--- src/design/stism_pkg.sv ---
// ----------------------------------------------------------------------------
// stism_pkg
// Shared types and codes of the sorted key table: result status codes,
// action codes and the result record passed from sequencer to output stage.
// ----------------------------------------------------------------------------
package stism_pkg;

    localparam int POS_BITS    = 6;
    localparam int FILL_BITS   = 7;
    localparam int ACTION_BITS = 2;

    // action codes; code 3 is unused and returns ok
    localparam logic [ACTION_BITS-1:0] ACT_INSERT = 2'd0;
    localparam logic [ACTION_BITS-1:0] ACT_SEARCH = 2'd1;
    localparam logic [ACTION_BITS-1:0] ACT_DELETE = 2'd2;

    typedef enum logic [1:0] {
        STATUS_OK        = 2'd0,
        STATUS_FULL      = 2'd1,
        STATUS_NOT_FOUND = 2'd2,
        STATUS_NOT_AVAIL = 2'd3
    } status_t;

    typedef struct packed {
        status_t                status;
        logic [POS_BITS-1:0]    position;
        logic                   table_full;
        logic [FILL_BITS-1:0]   fill_count;
    } result_t;

endpackage

--- src/design/stism_ram.sv ---
// ----------------------------------------------------------------------------
// stism_ram
// Simple dual-port table memory: one write port, one read port with
// registered read data held while the read enable is low.
// ----------------------------------------------------------------------------
module stism_ram #(
    parameter int DEPTH = 64,
    parameter int WIDTH = 49
) (
    input  logic                     aclk,
    input  logic                     wr_en,
    input  logic [$clog2(DEPTH)-1:0] wr_addr,
    input  logic [WIDTH-1:0]         wr_data,
    input  logic                     rd_en,
    input  logic [$clog2(DEPTH)-1:0] rd_addr,
    output logic [WIDTH-1:0]         rd_data
);

    logic [WIDTH-1:0] mem [DEPTH];
    logic [WIDTH-1:0] rd_data_reg;

    always_ff @(posedge aclk) begin
        if (wr_en) begin
            mem[wr_addr] <= wr_data;
        end
    end

    always_ff @(posedge aclk) begin
        if (rd_en) begin
            rd_data_reg <= mem[rd_addr];
        end
    end

    assign rd_data = rd_data_reg;

endmodule

--- src/design/stism_ctrl.sv ---
// ----------------------------------------------------------------------------
// stism_ctrl
// Sequencer of the sorted table. One key comparator is shared by the
// lower-bound search (insert) and the binary search (search, delete); the
// sequencer also drives the entry shift sweep through the table memory.
// ----------------------------------------------------------------------------
module stism_ctrl #(
    parameter int TABLE_DEPTH  = 64,
    parameter int KEY_BITS     = 16,
    parameter int PAYLOAD_BITS = 32,
    parameter int AW           = $clog2(TABLE_DEPTH),
    parameter int WW           = 1 + PAYLOAD_BITS + KEY_BITS
) (
    input  logic                               aclk,
    input  logic                               aresetn,
    // item in
    input  logic                               in_valid,
    output logic                               in_ready,
    input  logic [stism_pkg::ACTION_BITS-1:0]  in_action,
    input  logic [KEY_BITS-1:0]                in_key,
    input  logic [PAYLOAD_BITS-1:0]            in_payload,
    input  logic                               in_available,
    // table memory
    output logic                               ram_wr_en,
    output logic [AW-1:0]                      ram_wr_addr,
    output logic [WW-1:0]                      ram_wr_data,
    output logic                               ram_rd_en,
    output logic [AW-1:0]                      ram_rd_addr,
    input  logic [WW-1:0]                      ram_rd_data,
    // result out
    output logic                               res_valid,
    input  logic                               res_ready,
    output stism_pkg::result_t                 res
);

    localparam int CW = $clog2(TABLE_DEPTH + 1);

    typedef enum logic [9:0] {
        S_IDLE   = 10'b00_0000_0001,
        S_LB_RD  = 10'b00_0000_0010,
        S_LB_CMP = 10'b00_0000_0100,
        S_BS_RD  = 10'b00_0000_1000,
        S_BS_CMP = 10'b00_0001_0000,
        S_SH_RD  = 10'b00_0010_0000,
        S_SH_WR  = 10'b00_0100_0000,
        S_INS_WR = 10'b00_1000_0000,
        S_DEL_WR = 10'b01_0000_0000,
        S_DONE   = 10'b10_0000_0000
    } state_t;

    state_t                              state_reg, state_next;
    logic [stism_pkg::ACTION_BITS-1:0]   action_reg, action_next;
    logic [KEY_BITS-1:0]                 key_reg, key_next;
    logic [PAYLOAD_BITS-1:0]             payload_reg, payload_next;
    logic                                avail_reg, avail_next;
    logic [AW-1:0]                       lo_reg, lo_next;
    logic [AW-1:0]                       hi_reg, hi_next;
    logic [AW-1:0]                       shift_reg, shift_next;
    logic [AW-1:0]                       pos_reg, pos_next;
    logic [CW-1:0]                       count_reg, count_next;
    stism_pkg::status_t                  status_reg, status_next;

    logic [AW:0]          mid_sum;
    logic [AW-1:0]        mid;
    logic [KEY_BITS-1:0]  rd_key;
    logic                 rd_avail;
    logic                 key_lt;
    logic                 key_eq;
    logic                 is_full;

    // shared probe arithmetic and key comparator
    assign mid_sum  = {1'b0, lo_reg} + {1'b0, hi_reg};
    assign mid      = mid_sum[AW:1];
    assign rd_key   = ram_rd_data[KEY_BITS-1:0];
    assign rd_avail = ram_rd_data[WW-1];
    assign key_lt   = rd_key < key_reg;
    assign key_eq   = rd_key == key_reg;
    assign is_full  = count_reg == CW'(TABLE_DEPTH);

    always_comb begin
        state_next   = state_reg;
        action_next  = action_reg;
        key_next     = key_reg;
        payload_next = payload_reg;
        avail_next   = avail_reg;
        lo_next      = lo_reg;
        hi_next      = hi_reg;
        shift_next   = shift_reg;
        pos_next     = pos_reg;
        count_next   = count_reg;
        status_next  = status_reg;
        ram_wr_en    = 1'b0;
        ram_wr_addr  = pos_reg;
        ram_wr_data  = {avail_reg, payload_reg, key_reg};
        ram_rd_en    = 1'b0;
        ram_rd_addr  = mid;

        case (state_reg)
            S_IDLE: begin
                if (in_valid) begin
                    action_next  = in_action;
                    key_next     = in_key;
                    payload_next = in_payload;
                    avail_next   = in_available;
                    status_next  = stism_pkg::STATUS_OK;
                    pos_next     = '0;
                    lo_next      = '0;
                    state_next   = S_DONE;
                    if (in_action == stism_pkg::ACT_INSERT) begin
                        if (is_full) begin
                            status_next = stism_pkg::STATUS_FULL;
                        end else begin
                            hi_next    = AW'(count_reg);
                            state_next = S_LB_RD;
                        end
                    end else if (in_action == stism_pkg::ACT_SEARCH ||
                                 in_action == stism_pkg::ACT_DELETE) begin
                        if (count_reg == '0) begin
                            status_next = stism_pkg::STATUS_NOT_FOUND;
                        end else begin
                            hi_next    = AW'(count_reg - CW'(1));
                            state_next = S_BS_RD;
                        end
                    end
                end
            end
            S_LB_RD: begin
                if (lo_reg == hi_reg) begin
                    pos_next   = lo_reg;
                    shift_next = AW'(count_reg);
                    state_next = S_SH_RD;
                end else begin
                    ram_rd_en  = 1'b1;
                    state_next = S_LB_CMP;
                end
            end
            S_LB_CMP: begin
                if (key_lt) begin
                    lo_next = mid + AW'(1);
                end else begin
                    hi_next = mid;
                end
                state_next = S_LB_RD;
            end
            S_BS_RD: begin
                ram_rd_en  = 1'b1;
                state_next = S_BS_CMP;
            end
            S_BS_CMP: begin
                if (key_eq) begin
                    pos_next = mid;
                    if (action_reg == stism_pkg::ACT_DELETE) begin
                        if (rd_avail) begin
                            state_next = S_DEL_WR;
                        end else begin
                            status_next = stism_pkg::STATUS_NOT_AVAIL;
                            state_next  = S_DONE;
                        end
                    end else begin
                        state_next = S_DONE;
                    end
                end else if (!key_lt) begin
                    // stored key above the wanted one: go left
                    if (mid == lo_reg) begin
                        status_next = stism_pkg::STATUS_NOT_FOUND;
                        state_next  = S_DONE;
                    end else begin
                        hi_next    = mid - AW'(1);
                        state_next = S_BS_RD;
                    end
                end else begin
                    if (mid == hi_reg) begin
                        status_next = stism_pkg::STATUS_NOT_FOUND;
                        state_next  = S_DONE;
                    end else begin
                        lo_next    = mid + AW'(1);
                        state_next = S_BS_RD;
                    end
                end
            end
            S_SH_RD: begin
                ram_rd_addr = shift_reg - AW'(1);
                if (shift_reg == pos_reg) begin
                    state_next = S_INS_WR;
                end else begin
                    ram_rd_en  = 1'b1;
                    state_next = S_SH_WR;
                end
            end
            S_SH_WR: begin
                ram_wr_en   = 1'b1;
                ram_wr_addr = shift_reg;
                ram_wr_data = ram_rd_data;
                shift_next  = shift_reg - AW'(1);
                state_next  = S_SH_RD;
            end
            S_INS_WR: begin
                ram_wr_en  = 1'b1;
                count_next = count_reg + CW'(1);
                state_next = S_DONE;
            end
            S_DEL_WR: begin
                // clear the mark, key and payload rewritten from the hit read
                ram_wr_en   = 1'b1;
                ram_wr_data = {1'b0, ram_rd_data[WW-2:0]};
                state_next  = S_DONE;
            end
            S_DONE: begin
                if (res_ready) begin
                    state_next = S_IDLE;
                end
            end
            default: begin
                state_next = S_IDLE;
            end
        endcase
    end

    always_ff @(posedge aclk) begin
        if (!aresetn) begin
            state_reg <= S_IDLE;
            count_reg <= '0;
        end else begin
            state_reg <= state_next;
            count_reg <= count_next;
        end
    end

    always_ff @(posedge aclk) begin
        action_reg  <= action_next;
        key_reg     <= key_next;
        payload_reg <= payload_next;
        avail_reg   <= avail_next;
        lo_reg      <= lo_next;
        hi_reg      <= hi_next;
        shift_reg   <= shift_next;
        pos_reg     <= pos_next;
        status_reg  <= status_next;
    end

    assign in_ready       = state_reg == S_IDLE;
    assign res_valid      = state_reg == S_DONE;
    assign res.status     = status_reg;
    assign res.position   = stism_pkg::POS_BITS'(pos_reg);
    assign res.table_full = is_full;
    assign res.fill_count = stism_pkg::FILL_BITS'(count_reg);

endmodule

--- src/design/sorted_table_insert_search_mark.sv ---
// ----------------------------------------------------------------------------
// sorted_table_insert_search_mark
// Sorted key table with insert, binary search and mark-deleted.
// ----------------------------------------------------------------------------
// One item at a time. Entries (key, payload, availability mark) sit in one
// simple dual-port memory in ascending key order, and a single comparator
// under a small sequencer does all the work. Every memory probe is a read
// followed by a compare on the registered read data. A search or delete
// does a binary search of up to floor(log2(fill))+1 probes, and a delete
// that hits an available entry then rewrites it with its mark cleared. An
// insert first finds its slot with a lower-bound search of
// ceil(log2(fill+1)) probes, then moves every later entry up one slot, one
// entry at a time (read, then write) through the single memory port pair,
// then writes the new entry. The shift sweep sets the worst case: an
// insert at slot 0 with 63 entries held. The result goes to an output
// register, so the next item can be accepted while a result is still
// waiting to be taken. The memory needs no clearing pass: the fill count
// decides which slots are live.
// ----------------------------------------------------------------------------
module sorted_table_insert_search_mark #(
    parameter int TABLE_DEPTH  = 64,
    parameter int KEY_BITS     = 16,
    parameter int PAYLOAD_BITS = 32
) (
    input  logic                              aclk,
    input  logic                              aresetn,
    // item in
    input  logic                              s_valid,
    output logic                              s_ready,
    input  logic [stism_pkg::ACTION_BITS-1:0] s_action,
    input  logic [KEY_BITS-1:0]               s_entry_key,
    input  logic [PAYLOAD_BITS-1:0]           s_entry_payload,
    input  logic                              s_entry_available,
    // result out
    output logic                              m_valid,
    input  logic                              m_ready,
    output logic [1:0]                        m_status,
    output logic [stism_pkg::POS_BITS-1:0]    m_position,
    output logic                              m_table_full,
    output logic [stism_pkg::FILL_BITS-1:0]   m_fill_count
);

    localparam int AW = $clog2(TABLE_DEPTH);
    // memory word: {available, payload, key}
    localparam int WW = 1 + PAYLOAD_BITS + KEY_BITS;

    logic               ram_wr_en;
    logic [AW-1:0]      ram_wr_addr;
    logic [WW-1:0]      ram_wr_data;
    logic               ram_rd_en;
    logic [AW-1:0]      ram_rd_addr;
    logic [WW-1:0]      ram_rd_data;

    logic               res_valid;
    logic               res_ready;
    stism_pkg::result_t res;

    // output register
    logic               m_valid_reg, m_valid_next;
    stism_pkg::result_t out_reg, out_next;

    stism_ram #(
        .DEPTH (TABLE_DEPTH),
        .WIDTH (WW)
    ) u_ram (
        .aclk    (aclk),
        .wr_en   (ram_wr_en),
        .wr_addr (ram_wr_addr),
        .wr_data (ram_wr_data),
        .rd_en   (ram_rd_en),
        .rd_addr (ram_rd_addr),
        .rd_data (ram_rd_data)
    );

    stism_ctrl #(
        .TABLE_DEPTH  (TABLE_DEPTH),
        .KEY_BITS     (KEY_BITS),
        .PAYLOAD_BITS (PAYLOAD_BITS),
        .AW           (AW),
        .WW           (WW)
    ) u_ctrl (
        .aclk         (aclk),
        .aresetn      (aresetn),
        .in_valid     (s_valid),
        .in_ready     (s_ready),
        .in_action    (s_action),
        .in_key       (s_entry_key),
        .in_payload   (s_entry_payload),
        .in_available (s_entry_available),
        .ram_wr_en    (ram_wr_en),
        .ram_wr_addr  (ram_wr_addr),
        .ram_wr_data  (ram_wr_data),
        .ram_rd_en    (ram_rd_en),
        .ram_rd_addr  (ram_rd_addr),
        .ram_rd_data  (ram_rd_data),
        .res_valid    (res_valid),
        .res_ready    (res_ready),
        .res          (res)
    );

    // the sequencer hands over its result when the output register is free
    // or is being emptied in the same cycle
    assign res_ready = !m_valid_reg || m_ready;

    always_comb begin
        m_valid_next = m_valid_reg;
        out_next     = out_reg;
        if (res_valid && res_ready) begin
            m_valid_next = 1'b1;
            out_next     = res;
        end else if (m_ready) begin
            m_valid_next = 1'b0;
        end
    end

    always_ff @(posedge aclk) begin
        if (!aresetn) begin
            m_valid_reg <= 1'b0;
        end else begin
            m_valid_reg <= m_valid_next;
        end
    end

    always_ff @(posedge aclk) begin
        out_reg <= out_next;
    end

    assign m_valid      = m_valid_reg;
    assign m_status     = out_reg.status;
    assign m_position   = out_reg.position;
    assign m_table_full = out_reg.table_full;
    assign m_fill_count = out_reg.fill_count;

endmodule

--- config.mk ---
export PLATFORM = sky130hd
export DESIGN_NAME = sorted_table_insert_search_mark
export DESIGN_NICKNAME = d
export VERILOG_FILES = /design/src/design/stism_pkg.sv /design/src/design/stism_ram.sv /design/src/design/stism_ctrl.sv /design/src/design/sorted_table_insert_search_mark.sv
export SDC_FILE = /design/constraint.sdc
export NUM_CORES = 2
export LEC_CHECK = 0
export BUFFER_PORTS_ARGS = -buffer_cell sky130_fd_sc_hd__buf_2
export CAP_MARGIN = 20
export CORE_UTILIZATION = 25
export DETAILED_ROUTE_END_ITERATION = 16
export MAX_ROUTING_LAYER = met4
export PLACE_DENSITY_LB_ADDON = 0.12
export SETUP_SLACK_MARGIN = 0.05
export SYNTH_ARGS = -nofsm -noshare
export SYNTH_HDL_FRONTEND = slang
export SYNTH_SLANG_ARGS = --single-unit
--- constraint.sdc ---
create_clock -name aclk -period 13.35 [get_ports aclk]
set_input_delay 0.6675 -clock aclk [delete_from_list [all_inputs] [get_ports aclk]]
set_output_delay 0.6675 -clock aclk [all_outputs]
set_load 0.05 [all_outputs]
# Yosys cells after proc, flatten, opt, wreduce, memory -nomap -nowiden
# Memories as Yosys holds them, arrays and structs flattened. A register that Yosys moved wholly into a read port is not among the register bits.
# Cells that the tools add are included.
# Widths: inputs -> output; s select.
[word_totals] in_bits=55 memories=1 output_inout_bits=18 ff_bits=111 mem_bits_rw=3136
[classes] magnitude_cmp=1 reduce_logical=20 n_mux=59 eq_ne=37 add_sub_neg=6
[mem_list] name="u_ram.mem" words=64 word_bits=49 rd=1 rd_ports_with_merged_regs=1 write_ports=1 line_no="stism_ram.sv:19" text="logic [WIDTH-1:0] mem [DEPTH];"
[op_table] op="$mux 10" n=12
[op_table] op="$mux 6" n=20
[op_table] op="$pmux 49 s2" n=1
[op_table] op="$pmux 10 s9" n=1
[op_table] op="$pmux 6 s3" n=3
[op_table] op="$eq 6x6->1" n=4
[op_table] op="$mux 2" n=10
[op_table] op="$sub 6x1->6 const B" n=3
[op_table] op="$eq 16x16->1" n=1
[op_table] op="$lt 16x16->1" n=1
[op_table] op="$ne 2x2->1 const B" n=6
[op_table] op="$pmux 6 s2" n=1
[op_table] op="$reduce_and 6->1" n=2
[op_table] op="$eq 10x1->1 const B" n=1
[op_table] op="$eq 10x10->1 const B" n=1
[op_table] op="$eq 10x2->1 const B" n=1
[op_table] op="$eq 10x3->1 const B" n=1
[op_table] op="$eq 10x4->1 const B" n=1
[op_table] op="$eq 10x5->1 const B" n=1
[op_table] op="$eq 10x6->1 const B" n=1
[op_table] op="$eq 10x7->1 const B" n=1
[op_table] op="$eq 10x8->1 const B" n=1
[op_table] op="$eq 10x9->1 const B" n=1
[op_table] op="$ne 2x1->1 const B" n=5
[op_table] op="27 further kinds" n=43

# Depth between registers and ports, before layout
[depth] depth_word=6 ltp_mapped=14

# Hierarchy
# From an unflattened synthesis, not the netlist that was laid out.
[hier_totals] cells_unflattened=5855 area_unflattened_um2=126871.7
[by_module_without_submodules] mod="stism_ram" cells_each=5283 area_each_um2=120486.8 seq_area_each_um2=95641.7 instances=1
[by_module_without_submodules] mod="stism_ctrl" cells_each=551 area_each_um2=5846.9 seq_area_each_um2=2652.5 instances=1
[by_module_without_submodules] mod="sorted_table_insert_search_mark" cells_each=21 area_each_um2=538.0 seq_area_each_um2=500.5 instances=1

# Worst setup path before layout
# Ideal clock, no wire load.
[synth_timing] path_kind="flip-flop to flip-flop" startpoint="register u_ctrl.state_reg[1]" endpoint="memory u_ram.mem[0][0], data pin" path_slack_ns=8.276 arrival_time_ns=4.372 path_buffers=2 path_stages_with_launch=7 period_less_slack_ns=5.074 required_time_ns=12.648 setup_time_ns=0.702 cell_sequence="dfxtp_1 nor4_4 nand2_1 or4_1 clkbuf_1 clkbuf_1 o21ai_0"
[synth_between] elab_chain_cells=2
[synth_rtl] element="start, declared" line_no="stism_ctrl.sv:51" text="state_t state_reg, state_next;"
[synth_rtl] element="start signal, assigned" line_no="stism_ctrl.sv:224" text="state_reg <= state_next;"
[synth_rtl] element="$eq 10x9->1 or $eq 10x7->1 (tied branches)" line_no="stism_ctrl.sv:98" text="case (state_reg)"
[synth_rtl] element="$pmux 49 s2 *" line_no="stism_ctrl.sv:98"
[synth_rtl] element="net ram_wr_data[0]" line_no="sorted_table_insert_search_mark.sv:49" text="logic [WW-1:0] ram_wr_data;"
[synth_rtl] element="end, declared" line_no="stism_ram.sv:19"
# The timed path passes the listed nets; every way through them passes the cells marked *.

# Worst setup path in the final report
[layout_timing] startpoint="register u_ctrl.lo_reg[0]" endpoint="register u_ram.rd_data_reg[48] (netlist: u_ram.rd_data[48]), read port of u_ram.mem, data pin"
[layout_between] elab_chain_cells=3
[layout_rtl] element="start, declared" line_no="stism_ctrl.sv:56" text="logic [AW-1:0] lo_reg, lo_next;"
[layout_rtl] element="start signal, assigned" line_no="stism_ctrl.sv:234" text="lo_reg <= lo_next;"
[layout_rtl] element="parallel branches: the longest is 3 deep, another holds $add 6x6->7"
[layout_rtl] element="end, declared" line_no="stism_ram.sv:20" text="logic [WIDTH-1:0] rd_data_reg;"
# Parallel ways; which one is timed is not known.
# A chain may end at the register's enable or synchronous reset.

==> flow_summary_export.csv <==
group,metric,value,unit
outcome,outcome,"finished, final reports clean",
drt,viasPerCell,4.74,
finish,drive_gt1_share,11.8,%
global_route,antenna_found_initial,11,
drt,drt-total-wl,164000,um
drt,drtIter0Drc,2250,
timing,period_needed,5960,ps
synthesis,synthesis.area,48800,sq um
global_route,gr-max-usage-layer,"met2",
drt,first_pass_iters,6,
synthesis,synth_seq_cells,1184,
global_route,track_usage,16.9,%
timing,timing.slew.headroom,21.5,%
synthesis,yosysMostFrequentCell,"edfxtp_1",
synthesis,synth_common_cells,"edfxtp_1 (1,166), nand2_1 (887), nand3_1 (280)",
finish,largest_register_ffs,1088,
min_path,hold_class,"input port to register",
synthesis,synth_nets,3805,
synthesis,ys_async_sr_fraction,0,%
timing,setup_violations,0,
critical_path,slowest_delay,980,ps
timing,finalHoldViolCount,0,
timing,fmax,168,MHz
critical_path,critPathCaptureType,"register",
floorplan,core_area,193000,sq um
floorplan,ioPinCount,73,
drt,drt-wirelength-per-cell,25.4,um
power_and_ir_drop,power.density,217,nW/um^2
critical_path,crit_chain,"ha_1, fa_1, xor2_1, inv_1, o31ai_4, nand2_8, buf_4, buf_12, nand2_1, nand3_1, a21boi_0, a2111oi_2, and4bb_1",
critical_path,crit_required,13980,ps
timing,skew,35.5,ps
finish,nFillCells,19600,
critical_path,critPathMaxFanout,114,
clock_tree,h-tree-depth,4,
critical_path,cp_top_family,"buffers and inverters",
floorplan,die_h,444,um
global_route,grt_pass1_wl,232000,um
synthesis,synth.area.top_cells,"edfxtp_1 (72%), nand2_1 (6.8%), nand3_1 (2.9%)",
drt,dr_total_vias,30600,
finish,syn_to_final_growth,16.8,%
critical_path,r2r_setup_slack,7390,ps
floorplan,rows,161,
place,port_buffers,40,
floorplan,start_util,25.3,%
synthesis,synth_cell_types,82,
global_route,grt_max_degree,141,
power_and_ir_drop,power.total,12.4,mW
finish,multi_input_area,12700,sq um
timing,finalCritPeriodShare,44.6,%
global_route,use_met1,22.9,%
clock_tree,cts_root_buf,"clkbuf_16",
global_route,grt_pass1_vias,29700,
finish,fin_nets,3888,
timing,tns,0,ps
drt,drc,0,
timing,worst_pin_slew,1170,ps
clock_tree,cts_buffers,140,
place,hpwl,94200,um
clock_tree,path_clk_slew,60,ps
clock_tree,clock_sinks,1184,
synthesis,synth.avg_cell_area,13.1,sq um
timing,setup_ws,7390,ps
critical_path,critPathArrivalTime,6590,ps
critical_path,worst_path_max_delay_cell,"a2111oi_2",
synthesis,synth_area_leader_cell,"edfxtp_1",
timing,rsz0062_at_grt,"no",
critical_path,worstSetupStartpointType,"register",
floorplan,dieArea,197000,sq um
critical_path,critical_path_buf_inv_count,3,
synthesis,ys_warn_count,0,
global_route,met2_usage,26.7,%
clock_tree,clockBufferDepth,3,
power_and_ir_drop,p_leak,19.0,nW
clock_tree,clk_latency,790,ps
floorplan,die_x,444,um
power_and_ir_drop,vdd_drop_max,0.000167,V
timing,slew_violations,0,
finish,regArea,35400,sq um
synthesis,synth_top_area_share,71.7,%
clock_tree,cts_tree,"yes",
global_route,grt_util_met3,2.01,%
global_route,grt_overflow,0,
critical_path,worstSetupPathType,"register to register",
run,cap_viol_max_count,0,
synthesis,synth_edf_count,1166,
synthesis,synth-seq-area-share,72.5,%
drt,ant_nets,0,
place,place_ws,7360,ps
synthesis,ys.flop_type,"edfxtp_1",
finish,postLayoutCoreUtil,29.5,%
place,gp_congestion,0.801,
synthesis,synthCells,3720,
==> kinds of logic (layout without fill, tap and decap cells) <==
group                    Yosys count  after routing  share of synthesized area, %
flip-flops                      1184           1184                          72.5
other                              0              4                             0
buffers and inverters            264            458                          2.25
XOR/XNOR                          39             39                         0.700
multiplexers                      68             68                          1.43
AND/OR/NAND/NOR                 1560           1560                          14.5
adder cells (fa/ha/maj)           30             30                         0.784
AO/OA/AOI/OAI                    575            575                          7.87
==> power by group <==
part           total [mW]  switching (mW)  internal [mW]
sequential           4.28          0.0427           4.24
combinational        4.47            3.24           1.23
clock                3.64            1.57           2.07
total                12.4            4.86           7.54
==> what timing repair did <==
| item | in CTS | in global routing |
|---|---|---|
| hold buffers | 9 | 0 |
| gates resized for setup | 0 | 0 |
| hold endpoints to repair | 9 | 0 |
| setup buffers | 0 | 0 |
==> worst reg2reg max path, stage by stage, from the launching register on <==
cell,delay [ps]
edfxtp_1,460
ha_1,260
fa_1,420
xor2_1,230
inv_1,340
o31ai_4,200
nand2_8,490
buf_4,940
buf_12,560
nand2_1,160
nand3_1,100
a21boi_0,260
a2111oi_2,980
and4bb_1,390
==> layout by cell type (no fill, tap or decap), types with 51 or more instances in the layout <==
master	Yosys	routed
a211oi_1	94	94
a21oi_1	161	160
a31oi_1	75	75
and3_1	114	114
buf_4	5	109
clkbuf_1	133	51
clkbuf_16	0	143
edfxtp_1	1166	1166
mux2i_1	53	53
nand2_1	887	887
nand3_1	280	280
nor2_1	118	52
nor2_2	0	55
==> cell type report <==
| cell class | instances | share of cell area [%] |
|---|---|---|
| Timing Repair Buffer | 174 | 2.40 |
| Clock inverter | 58 | 0.867 |
| Inverter | 31 | 0.204 |
| Multi-Input combinational cell | 2272 | 22.3 |
| Sequential cell | 1184 | 62.0 |
| Antenna cell | 4 | 0.0176 |
| Tap cell | 2526 | 5.54 |
| Clock buffer | 195 | 6.64 |
==> through the flow <==
step / instance area [sq um] / std cells / hold WS, ps
finish: 57000 / 6444 / 111
global route: 57000 / 6441 / 66.2
CTS: 56900 / 6435 / 36.3
detailed placement: 52600 / 6173 / 409
global placement: 52500 / 6167 / 407
floorplan: 48800 / 3720 / 400
==> final timing paths <==
| path | startpoint | end | cells after the start |
|---|---|---|---|
| min | s_action[0] | u_ctrl.action_reg[0] | 1 |
| max | u_ctrl.lo_reg[0] | u_ram.rd_data[48] | 13 |
| min reg2reg | u_ctrl.status_reg[0] | m_status[0] | 0 |
| max reg2reg | u_ctrl.lo_reg[0] | u_ram.rd_data[48] | 13 |
==> per-layer routing <==
layer	vias to the layer above	share of wire (%)
met3	188	3.6
met4	0	2.4
met1	15700	47
met5	-	0
li1	14100	-
met2	620	47
Power figures use the tool's default switching activity.
